==> config.mk <==
export PLATFORM = sky130hd
export DESIGN_NAME = ofb_byte_stream_cipher
export DESIGN_NICKNAME = d
export VERILOG_FILES = /design/src/rtl/core/ofb_pkg.sv /design/src/rtl/core/ofb_byte_stream_cipher.sv /design/src/rtl/core/ofb_cfg_regs.sv /design/src/rtl/core/ofb_block_gen.sv
export VERILOG_INCLUDE_DIRS = /design/src /design/src/rtl/core
export SDC_FILE = /design/constraint.sdc
export NUM_CORES = 1
export LEC_CHECK = 0
export BUFFER_PORTS_ARGS = -buffer_cell sky130_fd_sc_hd__buf_2
export CAP_MARGIN = 10
export CORE_AREA = 3 3 195 159
export CTS_CLUSTER_DIAMETER = 200
export DETAILED_ROUTE_END_ITERATION = 8
export DIE_AREA = 0 0 198 162
export MAX_ROUTING_LAYER = met4
export PLACE_DENSITY = 0.82
export SETUP_SLACK_MARGIN = 0.02
export SYNTH_ARGS = -nofsm -noshare
export SYNTH_HDL_FRONTEND = slang
export SYNTH_SLANG_ARGS = --single-unit
==> constraint.sdc <==
create_clock -name i_clk -period 3.6 [get_ports i_clk]
set_input_delay 0.54 -clock i_clk [delete_from_list [all_inputs] [get_ports i_clk]]
set_output_delay 0.54 -clock i_clk [all_outputs]
set_load 0.02 [all_outputs]
==> src/rtl/core/ofb_byte_stream_cipher_assert.svh <==
// ----------------------------------------------------------------------------
// OFB byte stream cipher: assertion macros
// Shared concurrent assertion forms, clocked on i_clk, off during reset.
// ----------------------------------------------------------------------------
`ifndef OFB_BYTE_STREAM_CIPHER_ASSERT_SVH
`define OFB_BYTE_STREAM_CIPHER_ASSERT_SVH

// same-cycle implication
`define OFB_ASSERT_IMPLY(lbl, ante, cons, msg) \
    lbl: assert property (@(posedge i_clk) disable iff (!i_rst_n) \
        (ante) |-> (cons)) else $error(msg);

// next-cycle implication
`define OFB_ASSERT_NEXT(lbl, ante, cons, msg) \
    lbl: assert property (@(posedge i_clk) disable iff (!i_rst_n) \
        (ante) |=> (cons)) else $error(msg);

`endif

==> src/rtl/core/ofb_pkg.sv <==
// ----------------------------------------------------------------------------
// OFB byte stream cipher: shared package
// Types, opcodes, register indexes and the chaining block wiring table.
// ----------------------------------------------------------------------------
`timescale 1ns / 1ps
`default_nettype none

package ofb_pkg;

    localparam int unsigned BLOCK_BYTES = 16;
    localparam int unsigned POS_W       = 5;
    localparam int unsigned CFG_W       = 64;
    localparam int unsigned CFG_IDX_W   = 2;

    // opcodes
    localparam logic OP_DATA   = 1'b0;
    localparam logic OP_RELOAD = 1'b1;

    // register indexes
    localparam logic [CFG_IDX_W-1:0] CFG_KEY_LOW  = 2'd0;
    localparam logic [CFG_IDX_W-1:0] CFG_KEY_HIGH = 2'd1;
    localparam logic [CFG_IDX_W-1:0] CFG_IV_LOW   = 2'd2;
    localparam logic [CFG_IDX_W-1:0] CFG_IV_HIGH  = 2'd3;

    // position value that means the keystream is used up
    localparam logic [POS_W-1:0] POS_EMPTY = 5'd16;

    typedef logic [BLOCK_BYTES-1:0][7:0] t_block;

    typedef struct packed {
        logic [CFG_W-1:0] key_low;
        logic [CFG_W-1:0] key_high;
        logic [CFG_W-1:0] iv_low;
        logic [CFG_W-1:0] iv_high;
    } t_cfg_regs;

    typedef struct packed {
        logic [3:0] dest;
        logic [3:0] src0;
        logic [3:0] src1;
        logic [3:0] src2;
        logic       three;
        logic [3:0] key_sel;
    } t_wire_row;

    // wiring of one new chaining byte: destination, sources, key byte
    function automatic t_wire_row wire_row(input logic [3:0] r);
        t_wire_row w;
        w = '0;
        case (r)
            4'd0:    w = '{4'd15, 4'd3,  4'd6,  4'd0,  1'b0, 4'd4};
            4'd1:    w = '{4'd14, 4'd13, 4'd10, 4'd0,  1'b0, 4'd2};
            4'd2:    w = '{4'd13, 4'd9,  4'd1,  4'd0,  1'b0, 4'd13};
            4'd3:    w = '{4'd12, 4'd10, 4'd14, 4'd0,  1'b0, 4'd7};
            4'd4:    w = '{4'd11, 4'd12, 4'd5,  4'd0,  1'b0, 4'd15};
            4'd5:    w = '{4'd10, 4'd0,  4'd2,  4'd0,  1'b0, 4'd1};
            4'd6:    w = '{4'd9,  4'd3,  4'd6,  4'd0,  1'b0, 4'd14};
            4'd7:    w = '{4'd8,  4'd0,  4'd13, 4'd0,  1'b0, 4'd6};
            4'd8:    w = '{4'd7,  4'd8,  4'd5,  4'd0,  1'b0, 4'd12};
            4'd9:    w = '{4'd6,  4'd3,  4'd10, 4'd0,  1'b0, 4'd0};
            4'd10:   w = '{4'd5,  4'd2,  4'd9,  4'd0,  1'b0, 4'd3};
            4'd11:   w = '{4'd4,  4'd3,  4'd11, 4'd0,  1'b0, 4'd11};
            4'd12:   w = '{4'd3,  4'd1,  4'd14, 4'd0,  1'b0, 4'd5};
            4'd13:   w = '{4'd2,  4'd7,  4'd15, 4'd0,  1'b0, 4'd10};
            4'd14:   w = '{4'd1,  4'd2,  4'd5,  4'd0,  1'b0, 4'd8};
            4'd15:   w = '{4'd0,  4'd0,  4'd4,  4'd10, 1'b1, 4'd9};
            default: w = '0;
        endcase
        return w;
    endfunction

endpackage

`default_nettype wire

==> src/rtl/core/ofb_byte_stream_cipher.sv <==
// ----------------------------------------------------------------------------
// OFB byte stream cipher: top level
// Byte-wide output feedback mode encrypt/decrypt with key and IV registers.
// ----------------------------------------------------------------------------
// Usage:
//   Input channel (i_in_valid / o_in_stall) carries one request: i_opcode
//   and i_data_byte. A data request yields one o_out_byte on the output
//   channel (o_out_valid / i_out_stall); a reload request yields nothing.
//   Configuration writes (i_cfg_we, i_cfg_index, i_cfg_data) set key and IV;
//   write them only while no request is in flight.
//   A request taken sits in the input register; a data result is registered
//   in the result register once the output is free, raising o_out_valid.
//   Throughput: one request per cycle while the output is not stalled,
//   set by the update of the chaining block and byte position registers.
//   When the receiver stalls, the result register holds; the input register
//   keeps one more request and then o_in_stall rises. Reload requests pass
//   the input register even while the output is stalled.
//   Reset clears key, IV and chaining block to zero and marks the keystream
//   used up, so the first data byte forms a fresh block from the zero chaining block.
// ----------------------------------------------------------------------------
`timescale 1ns / 1ps
`default_nettype none

module ofb_byte_stream_cipher (
    input  wire logic                           i_clk,
    input  wire logic                           i_rst_n,
    input  wire logic                           i_in_valid,
    output      logic                           o_in_stall,
    input  wire logic                           i_opcode,
    input  wire logic [7:0]                     i_data_byte,
    output      logic                           o_out_valid,
    input  wire logic                           i_out_stall,
    output      logic [7:0]                     o_out_byte,
    input  wire logic                           i_cfg_we,
    input  wire logic [ofb_pkg::CFG_IDX_W-1:0]  i_cfg_index,
    input  wire logic [ofb_pkg::CFG_W-1:0]      i_cfg_data
);
    import ofb_pkg::*;

    t_cfg_regs        cfg;
    t_block           key_block;
    t_block           iv_block;
    t_block           fresh;

    logic             r_s1_valid;
    logic             r_s1_opcode;
    logic [7:0]       r_s1_data;

    t_block           r_chain;
    t_block           n_chain;
    logic [POS_W-1:0] r_pos;
    logic [POS_W-1:0] n_pos;

    logic             r_out_valid;
    logic [7:0]       r_out_byte;
    logic [7:0]       n_out_byte;

    logic             in_accept;
    logic             out_free;
    logic             s1_fire;
    logic             s1_data_fire;
    logic [7:0]       ks_byte;

    ofb_cfg_regs u_cfg (
        .i_clk       (i_clk),
        .i_rst_n     (i_rst_n),
        .i_cfg_we    (i_cfg_we),
        .i_cfg_index (i_cfg_index),
        .i_cfg_data  (i_cfg_data),
        .o_regs      (cfg)
    );

    assign key_block = {cfg.key_high, cfg.key_low};
    assign iv_block  = {cfg.iv_high, cfg.iv_low};

    ofb_block_gen u_gen (
        .i_chain (r_chain),
        .i_key   (key_block),
        .o_fresh (fresh)
    );

    // handshake
    assign out_free     = !r_out_valid || !i_out_stall;
    assign s1_fire      = r_s1_valid && (r_s1_opcode == OP_RELOAD || out_free);
    assign s1_data_fire = s1_fire && r_s1_opcode == OP_DATA;
    assign o_in_stall   = r_s1_valid && !s1_fire;
    assign in_accept    = i_in_valid && !o_in_stall;

    // keystream byte and next state
    always_comb begin
        n_chain    = r_chain;
        n_pos      = r_pos;
        ks_byte    = r_chain[r_pos[3:0]];
        if (r_s1_opcode == OP_RELOAD) begin
            n_chain = iv_block;
            n_pos   = POS_EMPTY;
        end else if (r_pos[4]) begin
            // keystream used up: advance to a fresh block
            n_chain = fresh;
            ks_byte = fresh[0];
            n_pos   = POS_W'(1);
        end else begin
            n_pos   = r_pos + POS_W'(1);
        end
        n_out_byte = r_s1_data ^ ks_byte;
    end

    always_ff @(posedge i_clk) begin
        if (!i_rst_n) begin
            r_s1_valid <= 1'b0;
        end else if (in_accept) begin
            r_s1_valid <= 1'b1;
        end else if (s1_fire) begin
            r_s1_valid <= 1'b0;
        end
    end

    always_ff @(posedge i_clk) begin
        if (in_accept) begin
            r_s1_opcode <= i_opcode;
            r_s1_data   <= i_data_byte;
        end
    end

    always_ff @(posedge i_clk) begin
        if (!i_rst_n) begin
            r_chain <= '0;
            r_pos   <= POS_EMPTY;
        end else if (s1_fire) begin
            r_chain <= n_chain;
            r_pos   <= n_pos;
        end
    end

    always_ff @(posedge i_clk) begin
        if (!i_rst_n) begin
            r_out_valid <= 1'b0;
        end else if (s1_data_fire) begin
            r_out_valid <= 1'b1;
        end else if (out_free) begin
            r_out_valid <= 1'b0;
        end
    end

    always_ff @(posedge i_clk) begin
        if (s1_data_fire) begin
            r_out_byte <= n_out_byte;
        end
    end

    assign o_out_valid = r_out_valid;
    assign o_out_byte  = r_out_byte;

`include "ofb_byte_stream_cipher_assert.svh"

    `OFB_ASSERT_IMPLY(a_pos_range, 1'b1, r_pos <= POS_EMPTY, "byte position out of range")
    `OFB_ASSERT_NEXT(a_reload_pos, s1_fire && r_s1_opcode == OP_RELOAD, r_pos == POS_EMPTY, "reload did not mark keystream used up")
    `OFB_ASSERT_NEXT(a_fresh_pos, s1_data_fire && r_pos[4], r_pos == POS_W'(1), "fresh block did not restart position")
    `OFB_ASSERT_NEXT(a_data_result, s1_data_fire, r_out_valid, "data request produced no result")
    `OFB_ASSERT_IMPLY(a_stall_src, o_in_stall, r_s1_valid && r_s1_opcode == OP_DATA && r_out_valid, "input stall without blocked data request")

endmodule

`default_nettype wire

==> src/rtl/core/ofb_cfg_regs.sv <==
// ----------------------------------------------------------------------------
// OFB byte stream cipher: configuration registers
// Key and IV registers behind a plain indexed write port.
// ----------------------------------------------------------------------------
`timescale 1ns / 1ps
`default_nettype none

module ofb_cfg_regs (
    input  wire logic                           i_clk,
    input  wire logic                           i_rst_n,
    input  wire logic                           i_cfg_we,
    input  wire logic [ofb_pkg::CFG_IDX_W-1:0]  i_cfg_index,
    input  wire logic [ofb_pkg::CFG_W-1:0]      i_cfg_data,
    output ofb_pkg::t_cfg_regs                  o_regs
);
    import ofb_pkg::*;

    t_cfg_regs r_regs;

    always_ff @(posedge i_clk) begin
        if (!i_rst_n) begin
            r_regs <= '0;
        end else if (i_cfg_we) begin
            case (i_cfg_index)
                CFG_KEY_LOW:  r_regs.key_low  <= i_cfg_data;
                CFG_KEY_HIGH: r_regs.key_high <= i_cfg_data;
                CFG_IV_LOW:   r_regs.iv_low   <= i_cfg_data;
                CFG_IV_HIGH:  r_regs.iv_high  <= i_cfg_data;
                default: begin
                    r_regs <= r_regs;
                end
            endcase
        end
    end

    assign o_regs = r_regs;

endmodule

`default_nettype wire

==> src/rtl/core/ofb_block_gen.sv <==
// ----------------------------------------------------------------------------
// OFB byte stream cipher: block generator
// Forms the next chaining block from the current one and the key in one
// flat XOR network.
// ----------------------------------------------------------------------------
`timescale 1ns / 1ps
`default_nettype none

module ofb_block_gen (
    input  wire ofb_pkg::t_block i_chain,
    input  wire ofb_pkg::t_block i_key,
    output ofb_pkg::t_block      o_fresh
);
    import ofb_pkg::*;

    always_comb begin
        t_wire_row  w;
        logic [7:0] acc;
        o_fresh = '0;
        for (int r = 0; r < BLOCK_BYTES; r++) begin
            w   = wire_row(4'(r));
            acc = i_chain[w.src0] ^ i_chain[w.src1] ^ i_key[w.key_sel];
            if (w.three) begin
                acc = acc ^ i_chain[w.src2];
            end
            o_fresh[w.dest] = ~acc;
        end
    end

endmodule

`default_nettype wire
==> metrics, run 1 <==
ys async rst share=0%; Slowest cell on crit path=nor2_1; Final Cycle Share=71.1%; outcome=completed; Power, Total=10.4 mW; relative slew slack=10.7%; dpl cells=2365; CP cell instances=o21ai_0 -> nor2_1; M1 WL=22.4 mm; maximum buffer depth of the clock tree=3; vias in the first global route=15100; Final Wtd Congestion=0.958; Final Setup Violations=0; fin nets=2112; met3 routed WL=5.14 mm; Synth top area share=41.0%; drt total wl=54.8 mm; R2R Setup Slk=1.04 ns; synth top area cells=dfxtp_1, nand2_1, a21boi_0; Setup TNS=0 ns; CTS-repair resized insts=0; post-synthesis average cell area=9.44 um2; library cells used by synthesis=40; post-synthesis cell count=2025; Sink Count=408; Finished Layout Cells=2438; top routing layer in use=met4; antenna violations before repair=4; CP Launch Type=register; Worst Skew=0.0145 ns; GRT Total Usage=35.2%; CP max FO=16; DRC=0; max-cap viol count=0; fraction of layout cells with a size suffix above 1=10.7%; drt pass-1 iters=5; sequential fraction of the synthesis area=43.6%; Core Util, Final=72.1%; DR WL/cell=22.5 um; pwr/cell area=495 mW/mm2; post-layout min period=2.56 ns; DP HPWL=34.0 mm; WL met2=25.2 mm; Post-DP Area=0.0197 mm2; postcts setup bufs=0; Crit. End Element=register; #FFs+latches synth=408; Max Fclk=391 MHz; TritonCTS clock tree=built; CTS Buf Count=41; via count=15100; CTS H-tree lvls=2; Final Hold Fails=0; Final Max Tran Viols=0; LEAKAGE=8.09 nW; hold_ws=0.167 ns; Crit path buffers/inverters=0; global route overflow=0; most common cell after layout, fill and taps aside=nand2_1; EDFF count, synth=17; RSZ-0062 raised after global routing=no; IR drop worst, VDD=347 uV; Ys Warns=0; max incr delay on CP=1.07 ns; Primary FF master, synth=dfxtp_1; synth-to-layout area growth=9.89%; post-synth top area cell=dfxtp_1; Crit Path Class=reg2reg; largest net degree at the start of global routing=257; CTS root buffer=clkbuf_16; Post-Syn Nets=2106; die height=162 um; starting density of the core=65.6%; die area=0.0321 mm2; IO buf count=89; DRT iter0 DRCs=1334; Via density=6.21; WP data arrival=2.71 ns; Final Cell Area=0.0210 mm2; # rows=56; ANT nets after route=0; CP required=3.75 ns; hold bufs inserted after CTS=0; most frequent cells in the layout=nand2_1, dfxtp_1, a21boi_0; Clk Latency, worst-skew pair=0.55 ns; CTS clock-pin slew for the worst setup and hold paths=0.06 ns; Cell Area, Synth=0.0191 mm2; io pins=90; worst slack, placed=1.20 ns; setup ws final=1.04 ns; first-pass GRT wire length=85.8 mm; die width=198 um; Core Box Area=0.0291 mm2; worst slew pin tran=1.33 ns; Hold WC Path Type=in2reg; kind of cell adding the most delay to the critical path=simple AND/OR/NAND/NOR gates; Filler cells=2197
==> final cells by class <==
type                       instances  area (um2)  area share, %
multi-input combinational       1463       10100           48.3
sequential                       408        8340           39.7
inverter                           3        11.3         0.0536
tap                              377         472           2.25
clock inverter                     5        77.6          0.369
clock buffer                      64        1220           5.82
antenna                            4        10.0         0.0477
timing repair buffer             114         727           3.46
==> final timing paths <==
path | start | to | depth (start not counted)
setup / recovery | r_s1_opcode | o_out_byte[2] | 2
hold / removal | i_data_byte[2] | r_s1_data[2] | 1
setup reg to reg | r_s1_opcode | o_out_byte[2] | 2
hold reg to reg | u_cfg.o_regs[3] | u_cfg.o_regs[3] | 2
==> report_power, final <==
group | internal (mW) | switching (mW) | total [mW] | leakage (nW)
Sequential | 4.75 | 0.238 | 4.99 | 3.34
Clock | 2.46 | 1.74 | 4.20 | 0.635
Combinational | 0.536 | 0.668 | 1.20 | 4.11
==> synthesized netlist by cell type, types with 6 or more instances <==
library cell,count
buf_1,10
and3_1,11
edfxtp_1,17
xor2_1,129
nor2_1,11
nand2_1,548
o21ai_0,20
buf_2,37
mux4_2,32
nand2b_1,6
xnor2_1,129
o2bb2ai_1,111
a21boi_0,258
clkbuf_1,98
dfxtp_1,391
nor3_1,13
mux2i_1,136
o2111ai_1,9
a22o_1,17
==> worst reg2reg max path, cell delays in order (launching register included) <==
cell      delay [ns]
edfxtp_1        0.74
o21ai_0         0.34
nor2_1          1.07
==> state kept, by name (all words and copies together), names as in the netlist <==
name	cells
o_out_byte	8
o_out_valid	1
r_chain	128
r_pos	5
r_s1_data	8
r_s1_opcode	1
r_s1_valid	1
u_cfg.o_regs	256
==> kinds of logic (layout without fill, tap and decap cells) <==
group,count (synthesis),in the layout,synth area share (%)
flip-flops,408,408,43.6
adder cells (fa/ha/maj),1,1,0.0655
buffers and inverters,154,186,3.44
AND/OR/NAND/NOR,609,609,12.7
multiplexers,171,171,11.1
AO/OA/AOI/OAI,424,424,17.3
XOR/XNOR,258,258,11.8
other,0,4,0
==> per-layer routing <==
metal / GRT usage, % / vias to the layer above
met3: 5.87 / 131
met5: - / -
met4: 13.6 / 0
met2: 54.3 / 737
met1: 46.7 / 7368
li1: - / 6903
(Power assumes the default switching activity.)
==> run 2, diff against run 1 <==
- CORE_AREA: 3 3 195 159 -> 3 3 211 172
- DIE_AREA: 0 0 198 162 -> 0 0 214 175
- PLACE_DENSITY: 0.82 -> 0.74
- clock period: 3.6 -> 2.3 ns (I/O delays scaled with it)
==> metrics, run 2 (same netlist as run 1, synthesis figures left out) <==
fin nets=2138 (was 2112); die area=0.0375 mm2 (was 0.0321 mm2); vias in the first global route=14600 (was 15100); Hold WC Path Type=in2reg (unchanged); Final Cycle Share=94.3%; DRT iter0 DRCs=1457 (was 1334); io pins=90 (unchanged); Sink Count=408 (unchanged); Final Hold Fails=0 (unchanged); IO buf count=89 (unchanged); TritonCTS clock tree=built (unchanged); max-cap viol count=0 (unchanged); Filler cells=2774 (was 2197); IR drop worst, VDD=486 uV (was 347 uV); fraction of layout cells with a size suffix above 1=11.8% (was 10.7%); WP data arrival=1.82 ns (was 2.71 ns); Crit Path Class=reg2out (was reg2reg); Setup TNS=0 ns (unchanged); maximum buffer depth of the clock tree=3 (unchanged); worst slew pin tran=1.17 ns (was 1.33 ns); most common cell after layout, fill and taps aside=nand2_1 (unchanged); antenna violations before repair=11 (was 4); CTS H-tree lvls=2 (unchanged); postcts setup bufs=0 (unchanged); largest net degree at the start of global routing=140 (was 257); Worst Skew=0.00941 ns (was 0.0145 ns); CTS root buffer=clkbuf_16 (unchanged); # rows=61 (was 56); via count=15000 (was 15100); Max Fclk=461 MHz; starting density of the core=55.5% (was 65.6%); LEAKAGE=8.33 nW (was 8.09 nW); die width=214 um (was 198 um); RSZ-0062 raised after global routing=no (unchanged); CTS clock-pin slew for the worst setup and hold paths=0.06 ns (about the same); DR WL/cell=22.2 um (was 22.5 um); Final Max Tran Viols=0 (unchanged); ANT nets after route=0 (unchanged); CP Launch Type=register (unchanged); first-pass GRT wire length=87.6 mm (was 85.8 mm); drt pass-1 iters=5 (unchanged); GRT Total Usage=30.8% (was 35.2%); post-layout min period=2.17 ns; drt total wl=57.0 mm (was 54.8 mm); Core Box Area=0.0344 mm2 (was 0.0291 mm2); relative slew slack=21.4% (was 10.7%); Clk Latency, worst-skew pair=0.55 ns (about the same); hold bufs inserted after CTS=9 (was 0); Crit. End Element=primary output (was register); outcome=completed (unchanged); global route overflow=0 (unchanged); Final Wtd Congestion=0.888 (was 0.958); CTS-repair resized insts=0 (unchanged); CP max FO=7 (was 16); area of the multi-input gates=0.0101 mm2 (unchanged); Final Setup Violations=0 (unchanged); setup ws final=0.132 ns (was 1.04 ns); CTS Buf Count=42 (was 41); synth-to-layout area growth=13.1% (was 9.89%); pwr/cell area=771 mW/mm2 (was 495 mW/mm2); Register Area=0.00834 mm2 (unchanged); CP required=1.96 ns (was 3.75 ns); worst slack, placed=0.258 ns (was 1.20 ns); most frequent cells in the layout=nand2_1, dfxtp_1, a21boi_0 (unchanged); Via density=5.83 (was 6.21); die height=175 um (was 162 um); DP HPWL=36.5 mm (was 34.0 mm); max FFs per register=256 (unchanged); DRC=0 (unchanged)
[run 2: report_power, final]
group          switching [mW]  leakage (nW)  internal (mW)
registers               0.376          3.34           7.43
clock network            2.87         0.696           4.06
logic                    1.05          4.29          0.884
total                    4.29          8.33           12.4
[run 2: path summary, 6_finish.rpt]
| path | start | endpoint | slack [ns] | cells after the start |
|---|---|---|---|---|
| min | i_in_valid | r_s1_valid | 0.04 | 2 |
| max | r_s1_opcode | o_in_stall | 0.13 | 4 |
| min reg2reg | u_cfg.o_regs[56] | u_cfg.o_regs[56] | 0.47 | 2 |
| max reg2reg | r_pos[2] | o_out_byte[7] | 0.23 | 5 |
[run 2: layout make-up]
type | count | area share (%)
flip-flops and latches | 408 | 38.6
clock inverters | 9 | 0.341
well taps | 472 | 2.73
multi-input cells | 1463 | 46.9
repair buffers | 139 | 5.20
clock buffers | 65 | 6.11
inverters | 3 | 0.0521
diodes | 8 | 0.0926
[run 2: per-stage QoR]
step	area, um2	util, %	power [mW]	hold slack [ns]	instances
detailed placement	20100	58.4	9.83	0.456	2476
finish	21600	62.8	16.7	0.0391	2567
CTS	21600	62.8	16.7	0.0181	2559
global route	21600	62.8	17.2	0.0363	2566
global placement	20100	58.4	9.78	0.449	2476
floorplan	19100	-	9.16	0.443	2025
[run 2: worst max-delay path: stages (launching register included)]
cell and delay [ns]:
edfxtp_1 0.48, buf_4 0.21, nand2b_1 0.15, nor2_1 0.21
buf_2 0.21
[run 2: layer usage]
| layer | track usage (%) | vias to the layer above | routed length (um) |
|---|---|---|---|
| li1 | - | 6975 | - |
| met5 | - | - | 0 |
| met3 | 7.27 | 109 | 5180 |
| met1 | 41.4 | 7269 | 25000 |
| met2 | 45.8 | 611 | 25100 |
| met4 | 11.0 | 0 | 1780 |
==> run 3, diff against run 2 <==
- BUFFER_PORTS_ARGS: -buffer_cell sky130_fd_sc_hd__buf_2 -> not set
- CORE_AREA: 3 3 211 172 -> 3 3 207 169
- DIE_AREA: 0 0 214 175 -> 0 0 210 172
- DONT_BUFFER_PORTS: not set -> 1
==> metrics, run 3 (same netlist as run 1, synthesis figures left out) <==
outcome=completed (unchanged); maximum buffer depth of the clock tree=3 (unchanged); global route overflow=0 (unchanged); die area=0.0361 mm2 (was 0.0375 mm2); CTS Buf Count=41 (was 42); dpl cells=2348 (was 2476); drt pass-1 iters=5 (unchanged); DP HPWL=35.1 mm (was 36.5 mm); pwr/cell area=746 mW/mm2 (was 771 mW/mm2); fraction of layout cells with a size suffix above 1=7.37% (was 11.8%); CP Launch Type=register (unchanged); CTS clock-pin slew for the worst setup and hold paths=0.06 ns (about the same); WP data arrival=2.30 ns (was 1.82 ns); DRT iter0 DRCs=1627 (was 1457); max-cap viol count=0 (unchanged); IR drop worst, VDD=497 uV (was 486 uV); Global Route met3 Usage=5.21% (was 7.27%); most common cell after layout, fill and taps aside=nand2_1 (unchanged); Final Hold Fails=0 (unchanged); worst slew pin tran=1.11 ns (was 1.17 ns); most frequent cells in the layout=nand2_1, dfxtp_1, a21boi_0 (unchanged); Crit. End Element=register (was primary output); GRT Total Usage=32.3% (was 30.8%); Finished Layout Cells=2511 (was 2567); CTS-repair resized insts=0 (unchanged); # rows=60 (was 61); Crit path buffers/inverters=1 (was 2); largest net degree at the start of global routing=170 (was 140); io pins=90 (unchanged); Final Max Tran Viols=0 (unchanged); Slowest cell on crit path=mux4_2 (was edfxtp_1); Core Util, Final=65.0% (was 62.8%); Via density=5.94 (was 5.83); worst slack, placed=0.295 ns (was 0.258 ns); LEAKAGE=8.18 nW (was 8.33 nW); DR WL/cell=22.6 um (was 22.2 um); CP required=2.57 ns (was 1.96 ns); Worst Skew=0.00969 ns (was 0.00941 ns); GR peak layer=met2 (unchanged); met1 usage=43.8% (was 41.4%); Core Box Area=0.0333 mm2 (was 0.0344 mm2); drt total wl=56.7 mm (was 57.0 mm); relative slew slack=25.6% (was 21.4%); via count=14900 (was 15000); TritonCTS clock tree=built (unchanged); CP max FO=11 (was 7); vias in the first global route=14600 (about the same); die height=172 um (was 175 um); Crit Path Class=reg2reg (was reg2out); setup ws final=0.276 ns (was 0.132 ns); starting density of the core=57.5% (was 55.5%); die width=210 um (was 214 um); Filler cells=2736 (was 2774); Sink Count=408 (unchanged); DRC=0 (unchanged); fin nets=2116 (was 2138); hold_ws=0.0532 ns (was 0.0391 ns); RSZ-0062 raised after global routing=no (unchanged); CTS root buffer=clkbuf_16 (unchanged); max incr delay on CP=0.52 ns (was 0.48 ns); max FFs per register=256 (unchanged); post-layout min period=2.02 ns (was 2.17 ns); antenna violations before repair=12 (was 11); IO buf count=0 (was 89); Setup TNS=0 ns (unchanged); Final Cycle Share=88.0% (was 94.3%); GR Layer Usage met2=50.9% (was 45.8%); ANT nets after route=0 (unchanged); Final Setup Violations=0 (unchanged); Max Fclk=494 MHz (was 461 MHz); Post-DP Area=0.0195 mm2 (was 0.0201 mm2); synth-to-layout area growth=13.2% (was 13.1%); CTS H-tree lvls=2 (unchanged); kind of cell adding the most delay to the critical path=multiplexers (was flip-flops); Clk Latency, worst-skew pair=0.54 ns (was 0.55 ns); Power, Total=16.1 mW (was 16.7 mW); first-pass GRT wire length=88.1 mm (was 87.6 mm); Hold WC Path Type=in2reg (unchanged); Final Wtd Congestion=0.903 (was 0.888); CP cell instances=buf_4 -> mux4_2 -> mux2_2 -> nor4_1 -> nor4b_2 (was buf_4 -> nand2b_1 -> nor2_1 -> buf_2); Final Cell Area=0.0216 mm2 (about the same)
run 3: cell types whose count changed in the layout (fill, tap and decap cells not counted), sizes merged:
| cell | before | now |
|---|---|---|
| bufinv | 1 | 0 |
| diode | 8 | 14 |
| inv | 4 | 3 |
| dlygate4sd3 | 9 | 77 |
| buf | 130 | 41 |
| clkbuf | 65 | 61 |
| clkinv | 7 | 10 |
run 3: cell type report:
type,instances,area (um2),share of cell area (%)
clock buffers,61,1210,5.60
clock inverters,10,50.0,0.231
multi-input cells,1463,10100,46.9
flip-flops and latches,408,8340,38.5
inverters,3,11.3,0.0521
repair buffers,118,1300,6.00
well taps,434,543,2.51
diodes,14,35.0,0.162
run 3: final timing paths:
path / slack (ns) / depth (start not counted) / from / end
worst max-delay path: 0.28 / 5 / r_pos[2] / o_out_byte[1]
worst min-delay path: 0.05 / 2 / i_cfg_data[32] / u_cfg.o_regs[224]
worst max register to register: 0.28 / 5 / r_pos[2] / o_out_byte[1]
worst min register to register: 0.47 / 2 / u_cfg.o_regs[78] / u_cfg.o_regs[78]
run 3: what timing repair did:
action | in CTS | in global routing
endpoints found under the setup margin | 0 | 0
endpoints found under the hold margin | 266 | 1
setup buffers | 0 | 0
hold buffers | 77 | 1
run 3: where the power goes:
part,switching (mW),internal [mW]
sequential,0.380,7.43
clock,2.80,3.64
combinational,0.990,0.897
total,4.17,12.0
run 3: metal layers:
metal  vias up  wire (um)
met5         -          0
met4         0       1140
met3        97       4470
met2       553      26300
met1      7348      24800
li1       6915          -
